### src/sv/sqi_pkg.sv
// sqi_pkg: shared types and codes for the shift queue with positional insert
// no dependencies; used by the interfaces, the cell and the top level

package sqi_pkg;

  localparam int ACTION_W = 2;
  localparam int POS_W    = 5;
  localparam int DATA_W   = 32;
  localparam int STATUS_W = 2;
  localparam int FILL_W   = 5;

  // action codes
  localparam logic [ACTION_W-1:0] ACT_PUSH   = 2'd0;
  localparam logic [ACTION_W-1:0] ACT_REMOVE = 2'd1;
  localparam logic [ACTION_W-1:0] ACT_INSERT = 2'd2;

  // status codes
  localparam logic [STATUS_W-1:0] ST_OK     = 2'd0;
  localparam logic [STATUS_W-1:0] ST_FULL   = 2'd1;
  localparam logic [STATUS_W-1:0] ST_EMPTY  = 2'd2;
  localparam logic [STATUS_W-1:0] ST_BADPOS = 2'd3;

  typedef logic signed [DATA_W-1:0] data_t;

  // command broadcast to every cell
  typedef enum logic [1:0] {
    CELL_HOLD,        // keep the word
    CELL_SHIFT_HEAD,  // take the word of the neighbor toward the tail
    CELL_OPEN         // load at target, take neighbor toward head past target
  } cell_mode_t;

endpackage

### src/sv/sqi_in_if.sv
// sqi_in_if: request channel of the shift queue (action, position, value)
// depends on sqi_pkg

interface sqi_in_if;
  logic                            valid;
  logic                            ready;
  logic [sqi_pkg::ACTION_W-1:0]    action;
  logic [sqi_pkg::POS_W-1:0]       position;
  logic signed [sqi_pkg::DATA_W-1:0] value;

  modport source (output valid, output action, output position, output value,
                  input ready);
  modport sink   (input valid, input action, input position, input value,
                  output ready);
endinterface

### src/sv/sqi_out_if.sv
// sqi_out_if: result channel of the shift queue (status, removed value, fill)
// depends on sqi_pkg

interface sqi_out_if;
  logic                              valid;
  logic                              ready;
  logic [sqi_pkg::STATUS_W-1:0]      status;
  logic signed [sqi_pkg::DATA_W-1:0] removed_value;
  logic [sqi_pkg::FILL_W-1:0]        fill_count;

  modport source (output valid, output status, output removed_value,
                  output fill_count, input ready);
  modport sink   (input valid, input status, input removed_value,
                  input fill_count, output ready);
endinterface

### src/sv/sqi_cell.sv
// sqi_cell: one storage slot of the shift queue chain
// depends on sqi_pkg; compares its own slot number against the broadcast target

module sqi_cell #(
  parameter int IW  = 5,
  parameter int IDX = 0
) (
  input  logic                   clk,
  input  sqi_pkg::cell_mode_t    mode,
  input  logic [IW-1:0]          tgt,
  input  sqi_pkg::data_t         load_data,
  input  sqi_pkg::data_t         prev_data,  // neighbor toward head
  input  sqi_pkg::data_t         next_data,  // neighbor toward tail
  output sqi_pkg::data_t         data
);

  localparam logic [IW-1:0] MY_IDX = IW'(IDX);

  sqi_pkg::data_t data_r;
  sqi_pkg::data_t data_nxt;

  always_comb begin
    data_nxt = data_r;
    case (mode)
      sqi_pkg::CELL_HOLD:       data_nxt = data_r;
      sqi_pkg::CELL_SHIFT_HEAD: data_nxt = next_data;
      sqi_pkg::CELL_OPEN: begin
        if (MY_IDX == tgt) begin
          data_nxt = load_data;
        end else if (MY_IDX > tgt) begin
          data_nxt = prev_data;
        end
      end
      default:                  data_nxt = data_r;
    endcase
  end

  always_ff @(posedge clk) begin
    data_r <= data_nxt;
  end

  assign data = data_r;

endmodule

### src/sv/shift_queue_with_positional_insert.sv
// shift_queue_with_positional_insert: packed queue with push, remove and insert
// depends on sqi_pkg, sqi_in_if, sqi_out_if and sqi_cell
//
//   channel | dir | payload                               | handshake
//   in_ch   | in  | action, position, value               | valid/ready
//   out_ch  | out | status, removed_value, fill_count     | valid/ready
//
// one transaction per clock: the cells shift or load in the same edge that
// takes the request, so throughput is one item per cycle while out_ch takes
// results, and the result shows in the cycle after acceptance, held in the
// output register. in_ch.ready is high while the output register is empty or
// being drained. synchronous active-low reset clears the occupancy count and
// the output valid; the stored words are left as they are.

module shift_queue_with_positional_insert #(
  parameter int DEPTH = 16
) (
  input  logic       clk,
  input  logic       rst_n,
  sqi_in_if.sink     in_ch,
  sqi_out_if.source  out_ch
);

  // occupancy counts 0..DEPTH
  localparam int OW = $clog2(DEPTH + 1);
  // width to compare position with occupancy and to take the fill field
  localparam int CW = (OW > sqi_pkg::POS_W) ? OW : sqi_pkg::POS_W;
  localparam logic [OW-1:0] DEPTH_OCC = OW'(DEPTH);

  logic [OW-1:0] occ_r;
  logic [OW-1:0] occ_nxt;

  logic                             out_valid_r;
  logic [sqi_pkg::STATUS_W-1:0]     status_r;
  logic [sqi_pkg::STATUS_W-1:0]     status_nxt;
  sqi_pkg::data_t                   removed_r;
  sqi_pkg::data_t                   removed_nxt;
  logic [sqi_pkg::FILL_W-1:0]       fill_r;
  logic [sqi_pkg::FILL_W-1:0]       fill_nxt;

  logic                  accept;
  logic                  full;
  logic [CW-1:0]         pos_ext;
  logic [CW-1:0]         occ_ext;
  logic [CW-1:0]         occ_nxt_ext;
  sqi_pkg::cell_mode_t   mode;
  logic [OW-1:0]         tgt;

  sqi_pkg::data_t cell_data [DEPTH];

  // output register frees up when the current result is taken
  assign in_ch.ready = !out_valid_r || out_ch.ready;
  assign accept      = in_ch.valid && in_ch.ready;

  assign full    = (occ_r == DEPTH_OCC);
  assign pos_ext = CW'(in_ch.position);
  assign occ_ext = CW'(occ_r);

  // decode the request into a broadcast cell command and the new count
  always_comb begin
    mode        = sqi_pkg::CELL_HOLD;
    tgt         = occ_r;
    occ_nxt     = occ_r;
    status_nxt  = sqi_pkg::ST_OK;
    removed_nxt = '0;
    case (in_ch.action)
      sqi_pkg::ACT_PUSH: begin
        if (full) begin
          status_nxt = sqi_pkg::ST_FULL;
        end else begin
          // append: target is the first free slot
          mode    = sqi_pkg::CELL_OPEN;
          tgt     = occ_r;
          occ_nxt = occ_r + OW'(1);
        end
      end
      sqi_pkg::ACT_REMOVE: begin
        if (occ_r == '0) begin
          status_nxt = sqi_pkg::ST_EMPTY;
        end else begin
          mode        = sqi_pkg::CELL_SHIFT_HEAD;
          removed_nxt = cell_data[0];
          occ_nxt     = occ_r - OW'(1);
        end
      end
      sqi_pkg::ACT_INSERT: begin
        // full check wins over the position check
        if (full) begin
          status_nxt = sqi_pkg::ST_FULL;
        end else if (pos_ext > occ_ext) begin
          status_nxt = sqi_pkg::ST_BADPOS;
        end else begin
          // position is at most occupancy here, so it fits the slot index
          mode    = sqi_pkg::CELL_OPEN;
          tgt     = OW'(in_ch.position);
          occ_nxt = occ_r + OW'(1);
        end
      end
      default: begin
        // unused action leaves the cells and the count as they are and reports ok
        status_nxt = sqi_pkg::ST_OK;
      end
    endcase
    if (!accept) begin
      mode = sqi_pkg::CELL_HOLD;
    end
  end

  assign occ_nxt_ext = CW'(occ_nxt);
  assign fill_nxt    = occ_nxt_ext[sqi_pkg::FILL_W-1:0];

  // chain of cells, head at slot 0
  for (genvar i = 0; i < DEPTH; i++) begin : g_cell
    sqi_pkg::data_t prev_d;
    sqi_pkg::data_t next_d;
    if (i == 0) begin : g_head
      assign prev_d = in_ch.value;
    end else begin : g_mid_prev
      assign prev_d = cell_data[i-1];
    end
    if (i == DEPTH - 1) begin : g_tail
      assign next_d = cell_data[i];
    end else begin : g_mid_next
      assign next_d = cell_data[i+1];
    end
    sqi_cell #(
      .IW  (OW),
      .IDX (i)
    ) u_cell (
      .clk       (clk),
      .mode      (mode),
      .tgt       (tgt),
      .load_data (in_ch.value),
      .prev_data (prev_d),
      .next_data (next_d),
      .data      (cell_data[i])
    );
  end

  // fill count and output valid
  always_ff @(posedge clk) begin
    if (!rst_n) begin
      occ_r       <= '0;
      out_valid_r <= 1'b0;
    end else begin
      if (accept) begin
        occ_r       <= occ_nxt;
        out_valid_r <= 1'b1;
      end else if (out_ch.ready) begin
        out_valid_r <= 1'b0;
      end
    end
  end

  // result payload, loaded with each accepted transaction
  always_ff @(posedge clk) begin
    if (accept) begin
      status_r  <= status_nxt;
      removed_r <= removed_nxt;
      fill_r    <= fill_nxt;
    end
  end

  assign out_ch.valid         = out_valid_r;
  assign out_ch.status        = status_r;
  assign out_ch.removed_value = removed_r;
  assign out_ch.fill_count    = fill_r;

  // never holds more than the depth
  a_occ_bound: assert property (@(posedge clk) disable iff (!rst_n)
    occ_r <= DEPTH_OCC)
    else $error("occupancy above depth");

  // a successful remove takes exactly one word
  a_remove_dec: assert property (@(posedge clk) disable iff (!rst_n)
    (accept && in_ch.action == sqi_pkg::ACT_REMOVE && occ_r != '0)
      |=> (occ_r == $past(occ_r) - OW'(1)))
    else $error("remove did not drop the count by one");

  // an empty report carries no word and a zero count
  a_empty_result: assert property (@(posedge clk) disable iff (!rst_n)
    (out_valid_r && status_r == sqi_pkg::ST_EMPTY)
      |-> (removed_r == '0 && fill_r == '0))
    else $error("empty status with data or nonzero fill");

  // every accepted transaction leaves a result waiting
  a_result_follows: assert property (@(posedge clk) disable iff (!rst_n)
    accept |=> out_valid_r)
    else $error("accepted transaction produced no result");

endmodule
### src/flat_wrapper.sv
// flat-port wrapper written by rule: the top's interface ports become plain ports
module shift_queue_with_positional_insert_flat 
#(
  parameter int DEPTH = 16
)
  (clk, rst_n, in_ch_valid, in_ch_action, in_ch_position, in_ch_value, in_ch_ready, out_ch_valid, out_ch_status, out_ch_removed_value, out_ch_fill_count, out_ch_ready);
  sqi_in_if in_ch_i ();
  sqi_out_if out_ch_i ();
  input  logic clk;
  input  logic rst_n;
  input wire logic [$bits(in_ch_i.valid)-1:0] in_ch_valid;
  input wire logic [$bits(in_ch_i.action)-1:0] in_ch_action;
  input wire logic [$bits(in_ch_i.position)-1:0] in_ch_position;
  input wire logic [$bits(in_ch_i.value)-1:0] in_ch_value;
  output wire logic [$bits(in_ch_i.ready)-1:0] in_ch_ready;
  output wire logic [$bits(out_ch_i.valid)-1:0] out_ch_valid;
  output wire logic [$bits(out_ch_i.status)-1:0] out_ch_status;
  output wire logic [$bits(out_ch_i.removed_value)-1:0] out_ch_removed_value;
  output wire logic [$bits(out_ch_i.fill_count)-1:0] out_ch_fill_count;
  input wire logic [$bits(out_ch_i.ready)-1:0] out_ch_ready;
  assign in_ch_i.valid = in_ch_valid;
  assign in_ch_i.action = in_ch_action;
  assign in_ch_i.position = in_ch_position;
  assign in_ch_i.value = in_ch_value;
  assign in_ch_ready = in_ch_i.ready;
  assign out_ch_valid = out_ch_i.valid;
  assign out_ch_status = out_ch_i.status;
  assign out_ch_removed_value = out_ch_i.removed_value;
  assign out_ch_fill_count = out_ch_i.fill_count;
  assign out_ch_i.ready = out_ch_ready;
  shift_queue_with_positional_insert #(.DEPTH(DEPTH)) u_core (.clk(clk), .rst_n(rst_n), .in_ch(in_ch_i), .out_ch(out_ch_i));
endmodule
### config.mk
export PLATFORM = sky130hd
export DESIGN_NAME = shift_queue_with_positional_insert_flat
export DESIGN_NICKNAME = d
export VERILOG_FILES = /design/src/sv/sqi_pkg.sv /design/src/sv/sqi_in_if.sv /design/src/sv/sqi_out_if.sv /design/src/sv/sqi_cell.sv /design/src/sv/shift_queue_with_positional_insert.sv /design/src/flat_wrapper.sv
export SDC_FILE = /design/constraint.sdc
export NUM_CORES = 1
export LEC_CHECK = 0
export ABC_CLOCK_PERIOD_IN_PS = 11900
export BUFFER_PORTS_ARGS = -buffer_cell sky130_fd_sc_hd__buf_2
export CAP_MARGIN = 20
export CORE_UTILIZATION = 48
export CTS_BUF_LIST = sky130_fd_sc_hd__clkbuf_16
export DETAILED_ROUTE_END_ITERATION = 10
export SYNTH_ARGS = -nofsm -noshare
export SYNTH_HDL_FRONTEND = slang
export SYNTH_SLANG_ARGS = --single-unit
### constraint.sdc
create_clock -name clk -period 11.9 [get_ports clk]
set_input_delay 1.785 -clock clk [delete_from_list [all_inputs] [get_ports clk]]
set_output_delay 1.785 -clock clk [all_outputs]
set_load 0.02 [all_outputs]
Word level (Yosys, flattened, before mapping)
Cells that the tools add are included.

Add/subtract/negate cells: 2. Reductions and logical operators: 26. Order comparisons: 17. Eq/ne operators: 35. Bitwise logic cells: 1. Multiplexer cells: 68.

Operators by type and width (count): 32-bit two-way mux (32); 32-bit one-hot mux with 2 select lines (15); 3-bit inequality test, second input constant (15); 4-bit by 5-bit equality test with 1-bit output, first input constant (8); 4-bit by 5-bit > comparator with 1-bit output, first input constant (8); 5-bit two-way mux (7); 2-bit AND reduction (16); 3-bit by 5-bit equality test with 1-bit output, first input constant (4); 3-bit by 5-bit > comparator with 1-bit output, first input constant (4); 5-bit one-hot mux with 3 select lines (1); 2-bit two-way mux (7); 2-bit one-hot mux with 3 select lines (2); 2-bit by 5-bit equality test with 1-bit output, first input constant (2); 1-bit by 5-bit > comparator with 1-bit output, first input constant (2); 2-bit by 5-bit > comparator with 1-bit output, first input constant (2); 5-bit logical NOT (2); 2-bit nonzero test (3); 5-bit by 1-bit adder with 5-bit output, second input constant (1); 1-bit by 5-bit equality test with 1-bit output, first input constant (1); 5-bit equality test, second input constant (1); 5-bit > comparator (1); 5-bit by 1-bit subtractor with 5-bit output, second input constant (1); 2-bit by 1-bit equality test with 1-bit output, second input constant (2); 2-bit equality test, second input constant (2); other kinds (7) (10).

Output and inout bits: 41. Input port bits: 43. Flip-flop bits (word level): 557. Word-level logic and storage cells: 170.

Depth between registers and ports, before layout
Gate-level depths: netlist of the first run.

Depth in word-level cells: 8. Depth in mapped cells: 13. Depth with buffers taken out: 9.

Hierarchy
Synthesis of the first run repeated with hierarchy kept, for this count alone.

Cell total of the unflattened synthesis: 3223. Area total of the unflattened synthesis: 33148.0 µm².

Modules (own cells, without submodules): sqi_cell at u_core.g_cell[11].u_cell ... (instances 2, cells each 190, area an instance 2000.7 µm², seq. area each 960.9 µm²); shift_queue_with_positional_insert (instances 1, cells each 192, area an instance 2278.4 µm², seq. area each 1291.2 µm²); sqi_cell at u_core.g_cell[10].u_cell (instances 1, cells each 191, area an instance 2004.4 µm², seq. area each 960.9 µm²); sqi_cell at u_core.g_cell[13].u_cell (instances 1, cells each 190, area an instance 2001.9 µm², seq. area each 960.9 µm²); sqi_cell at u_core.g_cell[14].u_cell (instances 1, cells each 191, area an instance 1998.2 µm², seq. area each 960.9 µm²); sqi_cell at u_core.g_cell[6].u_cell (instances 1, cells each 190, area an instance 1996.9 µm², seq. area each 960.9 µm²); sqi_cell at u_core.g_cell[7].u_cell (instances 1, cells each 189, area an instance 1995.7 µm², seq. area each 960.9 µm²); sqi_cell at u_core.g_cell[8].u_cell (instances 1, cells each 190, area an instance 1990.7 µm², seq. area each 960.9 µm²); sqi_cell at u_core.g_cell[3].u_cell (instances 1, cells each 188, area an instance 1986.9 µm², seq. area each 960.9 µm²); sqi_cell at u_core.g_cell[0].u_cell (instances 1, cells each 189, area an instance 1980.6 µm², seq. area each 960.9 µm²); sqi_cell at u_core.g_cell[15].u_cell (instances 1, cells each 189, area an instance 1953.1 µm², seq. area each 960.9 µm²); sqi_cell at u_core.g_cell[9].u_cell (instances 1, cells each 189, area an instance 1800.5 µm², seq. area each 960.9 µm²); sqi_cell at u_core.g_cell[4].u_cell (instances 1, cells each 190, area an instance 1799.2 µm², seq. area each 960.9 µm²); sqi_cell at u_core.g_cell[5].u_cell (instances 1, cells each 189, area an instance 1799.2 µm², seq. area each 960.9 µm²); 2 more rows.

Worst setup path before layout of the first run
OpenSTA, ideal clock, no wires.

Path kind: input-to-reg. Start point: in in_ch_position[1]. End point: reg u_core.g_cell[4].u_cell.data_r[0], enable pin. Arrival: 6.238 ns. Stages: 10. Library setup time: 0.466 ns. Data required time: 11.434 ns. Path buffers: 2. Setup slack: 5.196 ns. Cell sequence: ha_1 > nor2b_1 > o31ai_1 > a21oi_1 > or4_1 > nand2_1 > buf_2 > buf_1 > nor2_1 > o21ai_0.

Longest elaborated chain between the ends: 8. Elaborated cells between the ends (all ways): 15. Those cells by class: 2 x order compare; 4 x eq/ne; 7 x mux; 2 x reduce/logical.

Ends and longest elaborated chain: start, declared (line flat_wrapper.sv:13) `input wire logic [$bits(in_ch_i.position)-1:0] in_ch_position;`; branches (longest 7 deep; another with 5-bit > comparator); 2-bit AND reduction (no source line) (*); end signal, assigned (line sqi_cell.sv:39) `data_r <= data_nxt;`; end, declared (line sqi_cell.sv:19) `sqi_pkg::data_t data_r;`.

Mark *: on every way between the ends. A chain may end at the register's enable or synchronous reset.

Final worst setup path of the first run
Start point: in in_ch_position[1]. End point: reg u_core.g_cell[10].u_cell.data_r[12], enable pin.

Longest elaborated chain between the ends: 8. Elaborated cells between the ends (all ways): 15. Those cells by class: 2 x order compare; 4 x eq/ne; 7 x mux; 2 x reduce/logical.

Ends and longest elaborated chain (line): branches (longest 7 deep; another with 5-bit > comparator); 2-bit AND reduction (no source line) (*); end signal, assigned (sqi_cell.sv:39); end, declared (sqi_cell.sv:19).

Marks and branches as above.

==> qor.yml, run 1 <==
die_w_um: 248.5
clk_path_buf_depth: 3
cts_resized: 0
leakagePower_nw: 10.69
clock_latency_ps: 600
htree_levels: 3
synth_area_sq_um: 29160
combPwrFrac_pct: 15.8
outcome: "complete, no violations"
crit_path_max_fanout: 99
mostFrequentLayoutCell: "edfxtp_1"
initial_core_util_pct: 49.03
drt_iter0_markers: 3832
fmax_ghz: 0.1517
portBuffers: 83
synth_top_area_share_pct: 56.75
intPower_mw: 3.580
seq_area_frac_synth_pct: 57.16
synthCells: 2968
cpPeakStageDelay_ps: 860
p_clk_share_pct: 35.9
hpwl_mm: 52.28
switchingPower_mw: 1.476
period_needed_ps: 6593
synth.largest_area_cell: "edfxtp_1"
ys_async_sr_fraction_pct: 0
ys.warnings.count: 0
grt_start_max_net_pins: 193
ctsHoldBuffers: 0
switching_share_pct: 29.18
p_total_mw: 5.056
end_kind: "flip-flop"
synth.avg_cell_area_sq_um: 9.824
maxSlewViolCount: 0
detail_route.vias_per_cell: 6.775
power_density_nw_per_um2: 160.7
synthToLayoutAreaGrowth_pct: 7.926
drt_wl_total_mm: 93.42
synthTopCellsByArea: "edfxtp_1 (57%), a31oi_1 (9.1%), a21oi_1 (7.9%)"
finalSetupViolCount: 0
reg2reg_depth: 10
reg2reg_to: "u_core.g_cell[10].u_cell.data[12]"
max-vdd-ir-drop_mv: 0.1109
first_global_vias: 23295
gp_congestion: 0.8886
final_core_util_pct: 52.92
cts_tree: "built"
synth-edff-count: 551
drc: 0
worstPathArrival_ps: 6810
cts_setup_buffers: 0
grt_pass1_wl_mm: 142.8
maxCapViolCount: 0
start_kind: "input pin"
maxSlewHeadroom_pct: 20.45
drive_gt1_share_pct: 8.789
die_h_um: 248.5
hp-start: "u_core.out_ch.valid"
num_vias: 24594
tns_ps: 0
fin_worst_skew_ps: 20.71
path_class: "in2reg"
num_rows: 89
fin_crit_sh_pct: 55.40
cp_data_required_time_ps: 12110
hold_class: "reg2reg"
synth_nets: 3018
cts-buffers-inserted: 66
routedWlPerCell_um: 25.74
tightest_slew_ps: 1193
fin_nets: 2868
hold_end: "u_core.out_ch.valid"
synthFlopType: "edfxtp_1"
drt_pass1_iterations: 8
core_area_sq_um: 59460
synth.distinct_cells: 57
postRouteAntennaNets: 0
worstPathCellList: "buf_2, ha_1, nor2b_1, o31a_1, o211ai_1, nand3_4, buf_4, nor3_1, a311o_2, a31o_2"
min_path_cells: 2
cts_sinks: 557
clockRootBuffer: "clkbuf_16"
crit_slowest_cell: "a311o_2"
overflow: 0
hold_violations: 0
reg2reg_setup_slack_ps: 5850
final_cell_mix: "edfxtp_1 (551), a21oi_1 (458), nor2_1 (433)"
synth-seq-cells: 557
track_usage_pct: 29.30
antenna_found_initial: 1
top_level_ports: 84
fp.dieArea_sq_um: 61730
clk_pin_slew_worst_paths_ps: 60
whs_ps: 510.3
rsz0062_at_grt: "false"
p_seq_share_pct: 48.3
r2r_start: "u_core.occ_ext[2]"
[state kept, by name, indices dropped and copies added, names as in the netlist]
name	cells
u_core.g_cell.u_cell.data	512
u_core.out_ch.status	2
u_core.out_ch.valid	1
u_core.out_ch.fill_count	5
u_core.occ_ext	5
u_core.out_ch.removed_value	32
[how the worst max path moves through the flow]
stage                            startpoint                                 to  slack, ps  cells past startpoint
final                     in_ch_position[1]  u_core.g_cell[10].u_cell.data[12]       5310                     10
after global routing      in_ch_position[1]  u_core.g_cell[10].u_cell.data[13]       5000                     10
after CTS                 in_ch_position[1]  u_core.g_cell[10].u_cell.data[13]       5380                     10
after detailed placement  in_ch_position[1]  u_core.g_cell[10].u_cell.data[19]       4800                     10
after global placement    in_ch_position[1]  u_core.g_cell[10].u_cell.data[16]       4920                     10
after floorplan           in_ch_position[1]    u_core.g_cell[4].u_cell.data[0]       5200                     10
[cell type report]
cell class / instances / area [sq um]
inverters: 11 / 41.29
repair buffers: 127 / 758.2
multi-input cells: 2055 / 11160
clock buffers: 68 / 1702
clock inverters: 38 / 166.4
flip-flops and latches: 557 / 16670
fillers: 5500 / 28000
diodes: 1 / 2.502
well taps: 773 / 967.2
[power groups by stage]
stage / combinational [mW] / clock (mW) / sequential (mW)
2_1_floorplan: 0.526 / 0 / 2.45
3_3_place_gp: 0.765 / 0 / 2.47
3_5_place_dp: 0.779 / 0 / 2.48
4_1_cts: 0.781 / 1.84 / 2.44
5_1_grt: 0.859 / 1.91 / 2.45
6_report: 0.797 / 1.82 / 2.44
[cell usage after synthesis, types with 3 or more instances]
library cell,instances
inv_1,11
nor3_2,4
clkbuf_1,257
a21o_1,34
nor2_1,434
nand3_1,8
buf_1,23
dfxtp_1,6
nand2_1,66
a21oi_1,458
o21ai_1,34
buf_4,23
a31oi_1,423
o21ai_0,401
nor2b_1,3
a221o_1,29
ha_1,7
nor3_1,6
o31ai_1,6
mux2_1,20
and2_1,65
edfxtp_1,551
mux2_2,12
buf_6,3
o211ai_1,5
buf_2,39
[cell families (layout without fill, tap and decap cells)]
kind of cell | after synthesis | count (layout) | share of synthesized area [%]
AO/OA/AOI/OAI | 1404 | 1404 | 27.06
AND/OR/NAND/NOR | 608 | 608 | 8.934
flip-flops | 557 | 557 | 57.16
buffers and inverters | 356 | 244 | 5.124
multiplexers | 34 | 34 | 1.365
adder cells (fa/ha/maj) | 7 | 7 | 0.3004
XOR/XNOR | 2 | 2 | 0.06009
other | 0 | 1 | 0
[routing by layer]
| layer | GRT usage [%] | vias up | part of all wire [%] |
|---|---|---|---|
| met5 | 0 | - | 0 |
| met4 | 7.542 | 0 | 1.8 |
| met3 | 6.333 | 134 | 11 |
| met2 | 41.61 | 1560 | 42 |
| met1 | 45.01 | 11996 | 44 |
| li1 | - | 10904 | - |
[through the flow]
step | area (sq um) | setup WS, ps | cells
floorplan | 29160 | 5196 | 2968
global route | 31470 | 5002 | 3630
CTS | 31470 | 5382 | 3629
finish | 31470 | 5307 | 3630
detailed placement | 29600 | 4798 | 3523
global placement | 29600 | 4923 | 3523
[critical path: cells and delay by family]
kind            cells  cell delay [ps]
compound gates      4             2480
fa+ha+maj           1              300
buf+inv             2              820
simple gates        3             1340
Note: power is estimated with default switching activity, not from simulation.
==> run 2: changes to the inputs <==
- ABC_CLOCK_PERIOD_IN_PS: 11900 -> 5900
- PLACE_DENSITY: default -> 0.66
- clock period: 11.9 -> 5.9 ns (I/O delays scaled with it)
==> run 2 against run 1 <==
Net effect:
- first-iteration DRC count fell by 4.5%
- highest routed layer is now met5
- die area did not move
- power rose by 97%
- register-to-register slack got worse by 4500 ps
- clock skew rose by 14 ps
- clock power rose by 95%
- setup slack got worse by 3900 ps
- sequential share of layout area fell by 0.057 points
- critical path depth fell by 1
- via count fell by 2.9%
==> qor.yml, run 2 (synthesis gave the netlist of run 1 again) <==
outcome: "complete, no violations"  # unchanged
maxCapViolCount: 0  # unchanged
synthToLayoutAreaGrowth_pct: 8.042  # was 7.926%
num_vias: 23878  # was 24594
grtUsageMet2_pct: 35.26  # was 41.61%
max-vdd-ir-drop_mv: 0.2379  # was 0.1109 mV
clk_path_buf_depth: 3  # unchanged
p_total_mw: 9.975  # was 5.056 mW
mostFrequentLayoutCell: "edfxtp_1"  # unchanged
overflow: 0  # unchanged
fmax_ghz: 0.2204
end_kind: "flip-flop"  # unchanged
placedInstanceArea_sq_um: 29640  # was 29600 sq um
maxSlewHeadroom_pct: 21.85  # was 20.45%
tns_ps: 0  # unchanged
postRouteAntennaNets: 0  # unchanged
cp_data_required_time_ps: 6140  # was 12110 ps
maxSlewViolCount: 0  # unchanged
antenna_found_initial: 1  # unchanged
num_rows: 89  # unchanged
leakagePower_nw: 10.68  # was 10.69 nW
htree_levels: 2  # was 3
cts_sinks: 557  # unchanged
start_kind: "flip-flop"  # was input pin
met3_usage_pct: 4.815  # was 6.333%
drc: 0  # unchanged
track_usage_pct: 25.23  # was 29.30%
rsz0062_at_grt: "false"  # unchanged
cts_setup_buffers: 0  # unchanged
path_class: "reg2reg"  # was in2reg
top_level_ports: 84  # unchanged
tightest_slew_ps: 1172  # was 1193 ps
gp_congestion: 0.8993  # was 0.8886
final_area_sq_um: 31500  # was 31470 sq um
hold_class: "reg2reg"  # unchanged
seq_area_sq_um: 16670  # unchanged
crit_path_max_fanout: 32  # was 99
drt_iter0_markers: 3661  # was 3832
clock_latency_ps: 640  # was 600 ps
detail_route.vias_per_cell: 6.567  # was 6.775
fp.dieArea_sq_um: 61730  # unchanged
drt_pass1_iterations: 7  # was 8
use_met1_pct: 40.23  # was 45.01%
cts-buffers-inserted: 60  # was 66
hold_violations: 0  # unchanged
grt_pass1_wl_mm: 127.5  # was 142.8 mm
fin_crit_sh_pct: 76.91
fin_nets: 2863  # was 2868
cts_tree: "built"  # unchanged
ctsHoldBuffers: 0  # unchanged
portBuffers: 83  # unchanged
clockRootBuffer: "clkbuf_16"  # unchanged
power_density_nw_per_um2: 316.6  # was 160.7 nW/um^2
die_h_um: 248.5  # unchanged
initial_core_util_pct: 49.03  # unchanged
largest_reg_flops: 512  # unchanged
grt-busiest-layer: "met1"  # unchanged
hpwl_mm: 50.36  # was 52.28 mm
grt_start_max_net_pins: 201  # was 193
drive_gt1_share_pct: 9.085  # was 8.789%
clk_pin_slew_worst_paths_ps: 60  # about the same
routedWlPerCell_um: 22.23  # was 25.74 um
fin_worst_skew_ps: 34.24  # was 20.71 ps
cts_resized: 0  # unchanged
worstPathArrival_ps: 4770  # was 6810 ps
multi_input_area_sq_um: 11160  # about the same
drt_wl_total_mm: 80.84  # was 93.42 mm
die_w_um: 248.5  # unchanged
final_cell_mix: "edfxtp_1 (551), a21oi_1 (458), nor2_1 (433)"  # unchanged
period_needed_ps: 4538
core_area_sq_um: 59460  # unchanged
finalSetupViolCount: 0  # unchanged
fillers: 5324  # was 5500
first_global_vias: 22073  # was 23295
-- run 2: cell type report --
cell class | count | share of cell area [%]
Clock buffer | 60 | 4.766
Sequential cell | 557 | 52.91
Clock inverter | 51 | 1.037
Timing Repair Buffer | 128 | 2.653
Multi-Input combinational cell | 2055 | 35.43
Antenna cell | 1 | 0.007944
Inverter | 11 | 0.1311
Tap cell | 773 | 3.070
-- run 2: routing by layer --
layer  wire, um  part of all wire, %
met1      37270                   46
met2      33770                   42
met3       8738                   11
met4        988                  1.2
met5         65                0.080
-- run 2: worst max-delay path, stage by stage, from the launching register on --
cell and delay [ps]:
dfxtp_1 590, inv_1 210, ha_1 340, o211a_1 220, o31a_1 150, o211ai_1 540, nand3_4 320, nor3_1 460
nand2_1 350, o21ai_4 940
-- run 2: through the flow --
stage | utilization, % | setup WS (ps) | hold slack [ps] | std cells
5_1_grt | 52.98 | 1131 | 508.3 | 3636
3_3_place_gp | 49.85 | 1280 | 487.3 | 3523
2_1_floorplan | - | 96.42 | 510.6 | 2968
4_1_cts | 52.92 | 1452 | 482.5 | 3634
6_report | 52.98 | 1362 | 511.3 | 3636
3_5_place_dp | 49.85 | 1146 | 510.2 | 3523
-- run 2: path summary, 6_finish.rpt --
| check | from | to | slack [ps] | cells after the start |
|---|---|---|---|---|
| hold / removal | u_core.out_ch.valid | u_core.out_ch.valid | 510 | 2 |
| setup / recovery | u_core.occ_ext[2] | u_core.g_cell[2].u_cell.data[23] | 1360 | 9 |
| hold reg to reg | u_core.out_ch.valid | u_core.out_ch.valid | 510 | 2 |
| setup reg to reg | u_core.occ_ext[2] | u_core.g_cell[2].u_cell.data[23] | 1360 | 9 |
-- run 2: power by group --
part | internal, mW | leakage (nW) | switching, mW | total, mW
logic | 0.405 | 4.57 | 1.12 | 1.52
clock network | 1.97 | 0.958 | 1.58 | 3.55
registers | 4.76 | 5.16 | 0.139 | 4.90
total | 7.14 | 10.7 | 2.84 | 9.97
